==> src/rtl/core/cfcs_pkg.sv <==
// Shared types, constants and the CRC byte update for the coordinate frame serializer.
// No dependencies.
package cfcs_pkg;

  localparam int FRAME_LEN = 24;
  localparam int CRC_SPAN  = 22;
  localparam int BODY_BITS = CRC_SPAN * 8;

  localparam logic [4:0] POS_CRC_LO = 5'(CRC_SPAN);
  localparam logic [4:0] POS_LAST   = 5'(FRAME_LEN - 1);

  localparam logic [15:0] CRC_INIT = 16'hFFFF;
  localparam logic [15:0] CRC_POLY = 16'h1021;

  // Q32.16 product limits and rounding constant
  localparam logic [47:0] HALF_Q16  = 48'h0000_0000_8000;
  localparam logic [47:0] POS_LIMIT = 48'h7FFF_FFFF_0000;
  localparam logic [47:0] NEG_LIMIT = 48'h8000_0000_0000;

  localparam logic [7:0]  RST_START_FIRST  = 8'hAA;
  localparam logic [7:0]  RST_START_SECOND = 8'h55;
  localparam logic [7:0]  RST_VERSION      = 8'h01;
  localparam logic [7:0]  RST_KIND         = 8'h01;
  localparam logic [15:0] RST_SCALE        = 16'd1000;

  localparam logic [7:0]  FLAGS_BYTE = 8'h00;

  typedef enum logic [2:0] {
    REG_START_FIRST  = 3'd0,
    REG_START_SECOND = 3'd1,
    REG_VERSION      = 3'd2,
    REG_KIND         = 3'd3,
    REG_SCALE        = 3'd4
  } reg_idx_t;

  typedef struct packed {
    logic [7:0] start_first;
    logic [7:0] start_second;
    logic [7:0] version;
    logic [7:0] kind;
  } hdr_cfg_t;

  typedef struct packed {
    logic        err;
    logic [31:0] pair;
    logic [7:0]  cls;
    logic [31:0] x;
    logic [31:0] y;
    logic [31:0] z;
  } point_t;

  function automatic logic [15:0] crc_byte(input logic [15:0] crc_in, input logic [7:0] b);
    logic [15:0] c;
    c = crc_in ^ {b, 8'h00};
    for (int k = 0; k < 8; k++) begin
      c = c[15] ? ({c[14:0], 1'b0} ^ CRC_POLY) : {c[14:0], 1'b0};
    end
    return c;
  endfunction

endpackage

==> src/rtl/core/cfcs_front.sv <==
// Front end: registers a point, scales x/y/z by the configured factor, rounds and range checks.
// Three stages: magnitude, multiply, round/check. Depends on cfcs_pkg.
module cfcs_front import cfcs_pkg::*; (
  input  logic        clk,
  input  logic        rst_n,
  input  logic        take,
  input  logic [31:0] pair_number,
  input  logic [31:0] class_number,
  input  logic [31:0] x_coord,
  input  logic [31:0] y_coord,
  input  logic [31:0] z_coord,
  input  logic [15:0] scale,
  output logic        pt_valid,
  output point_t      pt,
  output logic [1:0]  busy
);

  logic [31:0]       coord_in [3];

  // stage 1
  logic              s1_v_r;
  logic [2:0][31:0]  s1_mag_r;
  logic [2:0]        s1_neg_r;
  logic [31:0]       s1_pair_r;
  logic [7:0]        s1_cls_r;
  logic              s1_cls_bad_r;
  // stage 2
  logic              s2_v_r;
  logic [2:0][47:0]  s2_prod_r;
  logic [2:0]        s2_neg_r;
  logic [31:0]       s2_pair_r;
  logic [7:0]        s2_cls_r;
  logic              s2_cls_bad_r;
  // stage 3
  logic              s3_v_r;
  point_t            s3_pt_r;

  logic [2:0]        over;
  logic [2:0][31:0]  fixed;
  logic [48:0]       rsum [3];

  assign coord_in[0] = x_coord;
  assign coord_in[1] = y_coord;
  assign coord_in[2] = z_coord;

  always_ff @(posedge clk) begin
    if (!rst_n) begin
      s1_v_r <= 1'b0;
      s2_v_r <= 1'b0;
      s3_v_r <= 1'b0;
    end else begin
      s1_v_r <= take;
      s2_v_r <= s1_v_r;
      s3_v_r <= s2_v_r;
    end
  end

  always_ff @(posedge clk) begin
    for (int i = 0; i < 3; i++) begin
      s1_neg_r[i] <= coord_in[i][31];
      s1_mag_r[i] <= coord_in[i][31] ? (32'd0 - coord_in[i]) : coord_in[i];
    end
    s1_pair_r    <= pair_number;
    s1_cls_r     <= class_number[7:0];
    s1_cls_bad_r <= |class_number[31:8];
  end

  always_ff @(posedge clk) begin
    for (int i = 0; i < 3; i++) begin
      s2_prod_r[i] <= 48'(s1_mag_r[i]) * 48'(scale);
    end
    s2_neg_r     <= s1_neg_r;
    s2_pair_r    <= s1_pair_r;
    s2_cls_r     <= s1_cls_r;
    s2_cls_bad_r <= s1_cls_bad_r;
  end

  // Within the limits the rounded magnitude never exceeds 2^31, so no clamp is needed.
  always_comb begin
    for (int i = 0; i < 3; i++) begin
      over[i]  = s2_neg_r[i] ? (s2_prod_r[i] > NEG_LIMIT) : (s2_prod_r[i] > POS_LIMIT);
      rsum[i]  = 49'(s2_prod_r[i]) + 49'(HALF_Q16);
      fixed[i] = s2_neg_r[i] ? (32'd0 - rsum[i][47:16]) : rsum[i][47:16];
    end
  end

  always_ff @(posedge clk) begin
    s3_pt_r.err  <= s2_cls_bad_r | (|over);
    s3_pt_r.pair <= s2_pair_r;
    s3_pt_r.cls  <= s2_cls_r;
    s3_pt_r.x    <= fixed[0];
    s3_pt_r.y    <= fixed[1];
    s3_pt_r.z    <= fixed[2];
  end

  assign pt_valid = s3_v_r;
  assign pt       = s3_pt_r;
  assign busy     = 2'(s1_v_r) + 2'(s2_v_r) + 2'(s3_v_r);

endmodule

==> src/rtl/core/cfcs_fifo.sv <==
// Point queue between the scaling front end and the byte serializer.
// Register based, head readable every cycle. Depends on cfcs_pkg.
module cfcs_fifo import cfcs_pkg::*; #(
  parameter int DEPTH = 4
) (
  input  logic                       clk,
  input  logic                       rst_n,
  input  logic                       wr_en,
  input  point_t                     wr_data,
  input  logic                       rd_en,
  output point_t                     rd_data,
  output logic                       nonempty,
  output logic [$clog2(DEPTH+1)-1:0] count
);

  localparam int AW = (DEPTH > 1) ? $clog2(DEPTH) : 1;
  localparam int CW = $clog2(DEPTH + 1);
  localparam logic [AW-1:0] LAST_IDX = AW'(DEPTH - 1);

  point_t        mem_r [DEPTH];
  logic [AW-1:0] wr_ptr_r, rd_ptr_r;
  logic [CW-1:0] count_r, count_nxt;

  always_comb begin
    count_nxt = count_r;
    if (wr_en && !rd_en) count_nxt = count_r + CW'(1);
    if (rd_en && !wr_en) count_nxt = count_r - CW'(1);
  end

  always_ff @(posedge clk) begin
    if (!rst_n) begin
      wr_ptr_r <= '0;
      rd_ptr_r <= '0;
      count_r  <= '0;
    end else begin
      count_r <= count_nxt;
      if (wr_en) wr_ptr_r <= (wr_ptr_r == LAST_IDX) ? '0 : wr_ptr_r + AW'(1);
      if (rd_en) rd_ptr_r <= (rd_ptr_r == LAST_IDX) ? '0 : rd_ptr_r + AW'(1);
    end
  end

  always_ff @(posedge clk) begin
    if (wr_en) mem_r[wr_ptr_r] <= wr_data;
  end

  assign rd_data  = mem_r[rd_ptr_r];
  assign nonempty = (count_r != '0);
  assign count    = count_r;

endmodule

==> src/rtl/core/cfcs_back.sv <==
// Back end: walks the head point through its 24-byte frame, one byte per transfer,
// folding bytes 0..21 into the CRC. Depends on cfcs_pkg.
module cfcs_back import cfcs_pkg::*; (
  input  logic       clk,
  input  logic       rst_n,
  input  point_t     head,
  input  logic       head_valid,
  input  logic       pop,
  input  hdr_cfg_t   hdr,
  output logic [7:0] frame_byte,
  output logic       last_byte,
  output logic       status,
  output logic       head_done
);

  logic [4:0]           pos_r, pos_nxt;
  logic [15:0]          crc_r, crc_nxt;
  logic [BODY_BITS-1:0] body;
  logic [7:0]           cur_byte;
  logic                 xfer;

  // byte 0 in the low bits; multi-byte fields fall out little-endian
  assign body = {head.z, head.y, head.x, FLAGS_BYTE, head.cls, head.pair,
                 hdr.kind, hdr.version, hdr.start_second, hdr.start_first};

  always_comb begin
    if (pos_r < POS_CRC_LO) cur_byte = body[{pos_r, 3'b000} +: 8];
    else if (pos_r == POS_CRC_LO) cur_byte = crc_r[7:0];
    else cur_byte = crc_r[15:8];
  end

  assign xfer       = pop && head_valid;
  assign last_byte  = head.err || (pos_r == POS_LAST);
  assign status     = head.err;
  assign frame_byte = head.err ? 8'h00 : cur_byte;
  assign head_done  = xfer && last_byte;

  always_comb begin
    pos_nxt = pos_r;
    crc_nxt = crc_r;
    if (xfer) begin
      if (last_byte) begin
        pos_nxt = '0;
        crc_nxt = CRC_INIT;
      end else begin
        pos_nxt = pos_r + 5'd1;
        if (pos_r < POS_CRC_LO) crc_nxt = crc_byte(crc_r, cur_byte);
      end
    end
  end

  always_ff @(posedge clk) begin
    if (!rst_n) begin
      pos_r <= '0;
      crc_r <= CRC_INIT;
    end else begin
      pos_r <= pos_nxt;
      crc_r <= crc_nxt;
    end
  end

endmodule

==> src/rtl/core/coordinate_frame_crc_serializer.sv <==
// Point-to-frame serializer: each accepted point (pair, class, x/y/z in Q16.16 mm) is scaled,
// rounded half away from zero and sent as a 24-byte frame ending in a CRC-16/CCITT-FALSE,
// one byte per pop; a point with class above 255 or a scaled coordinate outside int32 gives one
// error result instead. A point is scaled, then waits in a FIFO_DEPTH-entry queue; the byte
// serializer takes the next point only after the current frame's last byte is popped. A point
// holds its queue credit from when it is taken until its result is popped, so a run of
// rejected points moves at one per cycle (pop held high) only when FIFO_DEPTH is 5 or more,
// not with the default depth. Points are taken every cycle while pipeline plus queue hold
// fewer than FIFO_DEPTH points. Depends on cfcs_pkg, cfcs_front, cfcs_fifo, cfcs_back.
module coordinate_frame_crc_serializer import cfcs_pkg::*; #(
  parameter int FIFO_DEPTH = 4
) (
  input  logic        clk,
  input  logic        rst_n,
  input  logic        cfg_we,
  input  logic [2:0]  cfg_index,
  input  logic [15:0] cfg_wdata,
  input  logic        push,
  output logic        full,
  input  logic [31:0] in_pair_number,
  input  logic [31:0] in_class_number,
  input  logic [31:0] in_x_coord,
  input  logic [31:0] in_y_coord,
  input  logic [31:0] in_z_coord,
  output logic        empty,
  input  logic        pop,
  output logic [7:0]  out_frame_byte,
  output logic        out_last_byte,
  output logic        out_status
);

  localparam int CW = $clog2(FIFO_DEPTH + 1);
  localparam int SW = CW + 2;

  hdr_cfg_t       hdr_r;
  logic [15:0]    scale_r;
  logic           take;
  logic           pt_valid;
  point_t         pt;
  logic [1:0]     busy;
  point_t         head;
  logic           head_valid;
  logic           head_done;
  logic [CW-1:0]  q_count;
  logic [SW-1:0]  in_flight;

  always_ff @(posedge clk) begin
    if (!rst_n) begin
      hdr_r.start_first  <= RST_START_FIRST;
      hdr_r.start_second <= RST_START_SECOND;
      hdr_r.version      <= RST_VERSION;
      hdr_r.kind         <= RST_KIND;
      scale_r            <= RST_SCALE;
    end else if (cfg_we) begin
      case (cfg_index)
        REG_START_FIRST:  hdr_r.start_first  <= cfg_wdata[7:0];
        REG_START_SECOND: hdr_r.start_second <= cfg_wdata[7:0];
        REG_VERSION:      hdr_r.version      <= cfg_wdata[7:0];
        REG_KIND:         hdr_r.kind         <= cfg_wdata[7:0];
        REG_SCALE:        scale_r            <= cfg_wdata;
        default: ;
      endcase
    end
  end

  // credit check: every point in the pipeline already owns a queue slot
  assign in_flight = SW'(busy) + SW'(q_count);
  assign full      = (in_flight >= SW'(FIFO_DEPTH));
  assign take      = push && !full;

  cfcs_front u_front (
    .clk          (clk),
    .rst_n        (rst_n),
    .take         (take),
    .pair_number  (in_pair_number),
    .class_number (in_class_number),
    .x_coord      (in_x_coord),
    .y_coord      (in_y_coord),
    .z_coord      (in_z_coord),
    .scale        (scale_r),
    .pt_valid     (pt_valid),
    .pt           (pt),
    .busy         (busy)
  );

  cfcs_fifo #(
    .DEPTH (FIFO_DEPTH)
  ) u_fifo (
    .clk      (clk),
    .rst_n    (rst_n),
    .wr_en    (pt_valid),
    .wr_data  (pt),
    .rd_en    (head_done),
    .rd_data  (head),
    .nonempty (head_valid),
    .count    (q_count)
  );

  cfcs_back u_back (
    .clk        (clk),
    .rst_n      (rst_n),
    .head       (head),
    .head_valid (head_valid),
    .pop        (pop),
    .hdr        (hdr_r),
    .frame_byte (out_frame_byte),
    .last_byte  (out_last_byte),
    .status     (out_status),
    .head_done  (head_done)
  );

  assign empty = !head_valid;

endmodule

==> config.mk <==
export PLATFORM = sky130hd
export DESIGN_NAME = coordinate_frame_crc_serializer
export DESIGN_NICKNAME = d
export VERILOG_FILES = /design/src/rtl/core/cfcs_pkg.sv /design/src/rtl/core/cfcs_front.sv /design/src/rtl/core/cfcs_fifo.sv /design/src/rtl/core/cfcs_back.sv /design/src/rtl/core/coordinate_frame_crc_serializer.sv
export SDC_FILE = /design/constraint.sdc
export NUM_CORES = 2
export LEC_CHECK = 0
export BUFFER_PORTS_ARGS = -buffer_cell sky130_fd_sc_hd__buf_2
export CAP_MARGIN = 25
export CORE_UTILIZATION = 31
export DETAILED_ROUTE_END_ITERATION = 7
export PLACE_DENSITY = 0.44
export SYNTH_ARGS = -nofsm -noshare
export SYNTH_HDL_FRONTEND = slang
export SYNTH_SLANG_ARGS = --single-unit
==> constraint.sdc <==
create_clock -name clk -period 7.55 [get_ports clk]
set_input_delay 0.3775 -clock clk [delete_from_list [all_inputs] [get_ports clk]]
set_output_delay 0.3775 -clock clk [all_outputs]
set_load 0.02 [all_outputs]
==> summary.md <==
| Metric | Value |
|---|---|
| Outcome | finished, final reports clean |
| Final ANT Viol Nets | 0 |
| Number of global-route vias before repair | 65550 |
| Max-cap viol count | 0 |
| Placer's final routability congestion estimate | 0.8615 |
| Core area | 285900 um2 |
| Worst IR Drop VDD | 0.5986 mV |
| Die W | 539.0 um |
| Reg2Reg Depth | 21 |
| Power Density | 483.1 nW/um2 |
| RSZ-0062 raised after global routing | false |
| Hold Path Stages | 3 |
| Vias per cell | 4.817 |
| Synthesized area | 89390 um2 |
| Worst-path maximum fanout | 27 |
| Synth-to-layout area growth | 13.55% |
| TritonCTS Buffers | 118 |
| P_sw | 24660 uW |
| Total Routing Usage GR | 0.1862 |
| CTS sink cnt | 1094 |
| Remaining Overflow, GRT | 0 |
| Fin cells | 12730 |
| Clock-pin slew on the worst setup and hold paths | 0.07 ns |
| Worst Setup End Kind | flip-flop |
| Count of different cell masters after synthesis | 91 |
| Gate Count Post-Synth | 8556 |
| Largest net degree at the start of global routing | 102 |
| Critical Path Start | scale_r[12]$_SDFFE_PN0P_ |
| Ys flop type | edfxtp_1 |
| Critical Path End | u_front.s2_prod_r[95]$_DFF_P_ |
| Crit path DAT | 7.94 ns |
| DR WL/cell | 21.27 um |
| Pre-CTS WS | 0.01863 ns |
| R2R setup slack | 0.30 ns |
| CTS tree | yes |
| Synth Warn # | 0 |
| DRT Pass-1 Iters | 6 |
| Met3 wire length | 13.88 mm |
| WHS | 0.1151 ns |
| Clock Tree Buf Depth | 3 |
| Power Total | 49030 uW |
| DRC viols | 0 |
| Antenna violations before repair | 20 |
| Met2 Routed Length | 118.5 mm |
| R2R Path End | u_front.s2_prod_r[95]$_DFF_P_ |
| First-pass GRT wire length | 412.5 mm |
| Num ports | 196 |
| Syn nets | 10370 |
| H-tree Lvls | 3 |
| Post-synth EDFFs | 548 |
| Max Clk Rate | 138.0 MHz |
| Pins over their slew limit | 0 |
| Layout cell share with drive strength beyond 1 | 0.09231 |
| Clk pwr share | 0.124 |
| Sequential Power Share | 0.179 |
| Worst-Skew Late Latency | 0.78 ns |
| Hold Crit Class | input port to flip-flop |
| Ys async rst share | 0 |
| Sequential area share after synthesis | 0.3064 |
| Post-synthesis register bit count | 1094 |
| Root buffer cell | clkbuf_16 |
| Post-DP HPWL | 203.9 mm |
| Min Clock Period, post-route | 7.248 ns |
| Iter 0 DRT Violations | 3857 |
| Worst setup SP type | flip-flop |
| Final Net Count | 10670 |
| Num rows | 196 |
| M1 WL | 133.2 mm |
| Sw frac | 0.5029 |
| Internal power | 24370 uW |
| Die area | 290500 um2 |
| Comb power frac | 0.697 |
| Setup_tns | 0 ns |
| Final worst slack | 0.3018 ns |
| Die H | 539.0 um |
| Total number of vias | 61310 |
| Avg Cell Area, Syn | 10.45 um2 |
| Final setup fails | 0 |
| Max Used Layer | met5 |
| Starting Density | 0.3126 |
| Port Buf Inserts | 195 |
| Number of fillers in the final layout | 28730 |
| Crit path kind | flip-flop to flip-flop |
| Final Hold Viols | 0 |
| Setup Skew | 0.06814 ns |
| Worst r2r src | scale_r[12]$_SDFFE_PN0P_ |
| LEAKAGE | 0.04384 uW |
| Critical path data required time | 8.24 ns |
| Placed Cells | 12310 |
| Rel. slew slack | 0.2940 |
| Worst slew pin tran | 1.048 ns |
| Crit share post-route | 0.9600 |
| Drt total wl | 270.7 mm |
-- sequential cells by signal (all words and copies together), names as in the netlist, 8 cells and up, named ones only --
signal,count
u_fifo.mem_r,548
u_front.s1_pair_r,32
u_front.s2_prod_r,144
u_front.pt,137
hdr_r,32
u_front.s1_mag_r,96
u_front.s2_pair_r,32
u_front.s1_cls_r,8
scale_r,16
u_front.s2_cls_r,8
u_back.crc_r,16
-- cells in the mapped netlist (22+ instances only) --
| cell | number | share of area |
|---|---|---|
| a211oi_1 | 26 | 0.0022 |
| a21o_1 | 78 | 0.0066 |
| a21oi_1 | 206 | 0.012 |
| a31oi_1 | 32 | 0.0022 |
| and2_1 | 653 | 0.046 |
| and3_1 | 39 | 0.0027 |
| buf_2 | 37 | 0.0021 |
| clkbuf_1 | 364 | 0.015 |
| dfxtp_1 | 546 | 0.12 |
| edfxtp_1 | 548 | 0.18 |
| fa_1 | 1256 | 0.28 |
| ha_1 | 378 | 0.053 |
| inv_1 | 1377 | 0.058 |
| mux2i_1 | 67 | 0.0075 |
| mux4_2 | 125 | 0.031 |
| nand2_1 | 1223 | 0.051 |
| nand2b_1 | 35 | 0.0024 |
| nand3_1 | 124 | 0.0069 |
| nand4_1 | 53 | 0.0037 |
| nor2_1 | 173 | 0.0073 |
| nor2b_1 | 43 | 0.0030 |
| nor3_1 | 69 | 0.0039 |
| nor4_1 | 52 | 0.0036 |
| o211ai_1 | 22 | 0.0018 |
| o21a_1 | 24 | 0.0020 |
| o21ai_0 | 165 | 0.0092 |
| o22ai_1 | 23 | 0.0016 |
| o31ai_1 | 43 | 0.0036 |
| or3_1 | 32 | 0.0022 |
| xnor2_1 | 325 | 0.032 |
| xor2_1 | 119 | 0.012 |
-- layout make-up --
cell class	instances	area, um2	share of cell area
clock inverter	70	793.3	0.007815
clock buffer	155	3329	0.03280
timing repair buffer	601	4832	0.04761
tap	3762	4707	0.04637
antenna	5	12.51	0.0001233
multi-input combinational	5660	55200	0.5438
inverter	1379	5176	0.05100
sequential	1094	27450	0.2704
-- metrics by stage --
step,instance area (um2),utilization
after floorplan,89390,-
after global placement,95410,0.3337
after detailed placement,95410,0.3337
after CTS,101400,0.3546
after global routing,101500,0.3549
final,101500,0.3550
-- critical path, stage by stage (launching register included) --
cell and delay, ns:
dfxtp_4 0.76, buf_4 0.50, nand2_1 0.12, fa_1 0.50, inv_1 0.06, fa_1 0.64
fa_1 0.46, fa_1 0.50, fa_1 0.54, inv_1 0.05, fa_1 0.47, inv_1 0.04
ha_1 0.35, a21oi_1 0.19, o21ai_0 0.12, a311o_1 0.41, a221o_1 0.33, a31oi_1 0.31
o211ai_1 0.21, a311o_1 0.30, a21oi_1 0.18, xnor2_1 0.13
-- power groups by stage --
stage	clock [uW]	sequential, uW	combinational, uW
floorplan	0	8130	22900
global placement	0	8840	33800
detailed placement	0	8890	33800
CTS	6270	8760	34100
global route	6510	8880	38300
finish	6070	8770	34200
-- worst min-delay path by stage --
stage | start | end | slack [ns]
after global placement | u_front.s1_cls_r[1]$_DFF_P_ | u_front.s2_cls_r[1]$_DFF_P_ | 0.31
after CTS | in_x_coord[23] | u_front.s1_mag_r[23]$_DFF_P_ | 0.02
final | in_x_coord[23] | u_front.s1_mag_r[24]$_DFF_P_ | 0.12
after detailed placement | u_front.s2_pair_r[9]$_DFF_P_ | u_front.pt[113]$_DFF_P_ | 0.31
after global routing | in_x_coord[23] | u_front.s1_mag_r[23]$_DFF_P_ | 0.06
after floorplan | u_front.s2_cls_r[4]$_DFF_P_ | u_front.pt[100]$_DFF_P_ | 0.31
-- cell usage in the layout, fill, tap and decap left out, types with 20 or more instances in the layout --
cell type      netlist  layout
a21oi_1            206     206
o21ai_0            165     164
ha_1               378     378
dfxtp_1            546     525
a21o_1              78      78
mux4_2             125     125
nand4_1             53      53
o31ai_1             43      42
and2_1             653     649
and3_1              39      39
clkinv_2             0      33
xnor2_1            325     325
xor2_1             119     119
a211oi_1            26      26
nor3_1              69      69
or3_1               32      32
clkbuf_16            0     125
inv_1             1377    1377
mux2i_1             67      67
o21a_1              24      24
edfxtp_1           548     548
a22oi_1             21      21
nand3_1            124     123
clkbuf_1           364      20
nor2b_1             43      43
buf_12               0      24
nor2_1             173     173
fa_1              1256    1256
a31oi_1             32      32
o22ai_1             23      22
nand2b_1            35      35
nor4_1              52      52
buf_4                6     192
nand2_1           1223    1223
dlygate4sd3_1        0     186
buf_2               37     196
o211ai_1            22      22
-- per-layer routing --
| metal | global-route usage | up-vias |
|---|---|---|
| met5 | 0 | - |
| met4 | 0.03631 | 6 |
| met3 | 0.02252 | 256 |
| met2 | 0.2880 | 1577 |
| met1 | 0.2784 | 31590 |
| li1 | - | 27870 |
-- what timing repair did --
action                     4_1_cts  5_1_grt
setup endpoints to repair        0        8
hold endpoints to repair       186        0
setup buffers                    0        3
resized for setup                0        8
hold buffers                   186        0
-- cell families after synthesis --
| logic type | after synthesis | share of synthesized area |
|---|---|---|
| AO/OA/AOI/OAI | 780 | 0.05648 |
| flip-flops | 1094 | 0.3064 |
| buffers and inverters | 1802 | 0.07645 |
| multiplexers | 206 | 0.04076 |
| adder cells (fa/ha/maj) | 1634 | 0.3342 |
| XOR/XNOR | 444 | 0.04350 |
| AND/OR/NAND/NOR | 2596 | 0.1423 |
Power figures use the tool's default switching activity.
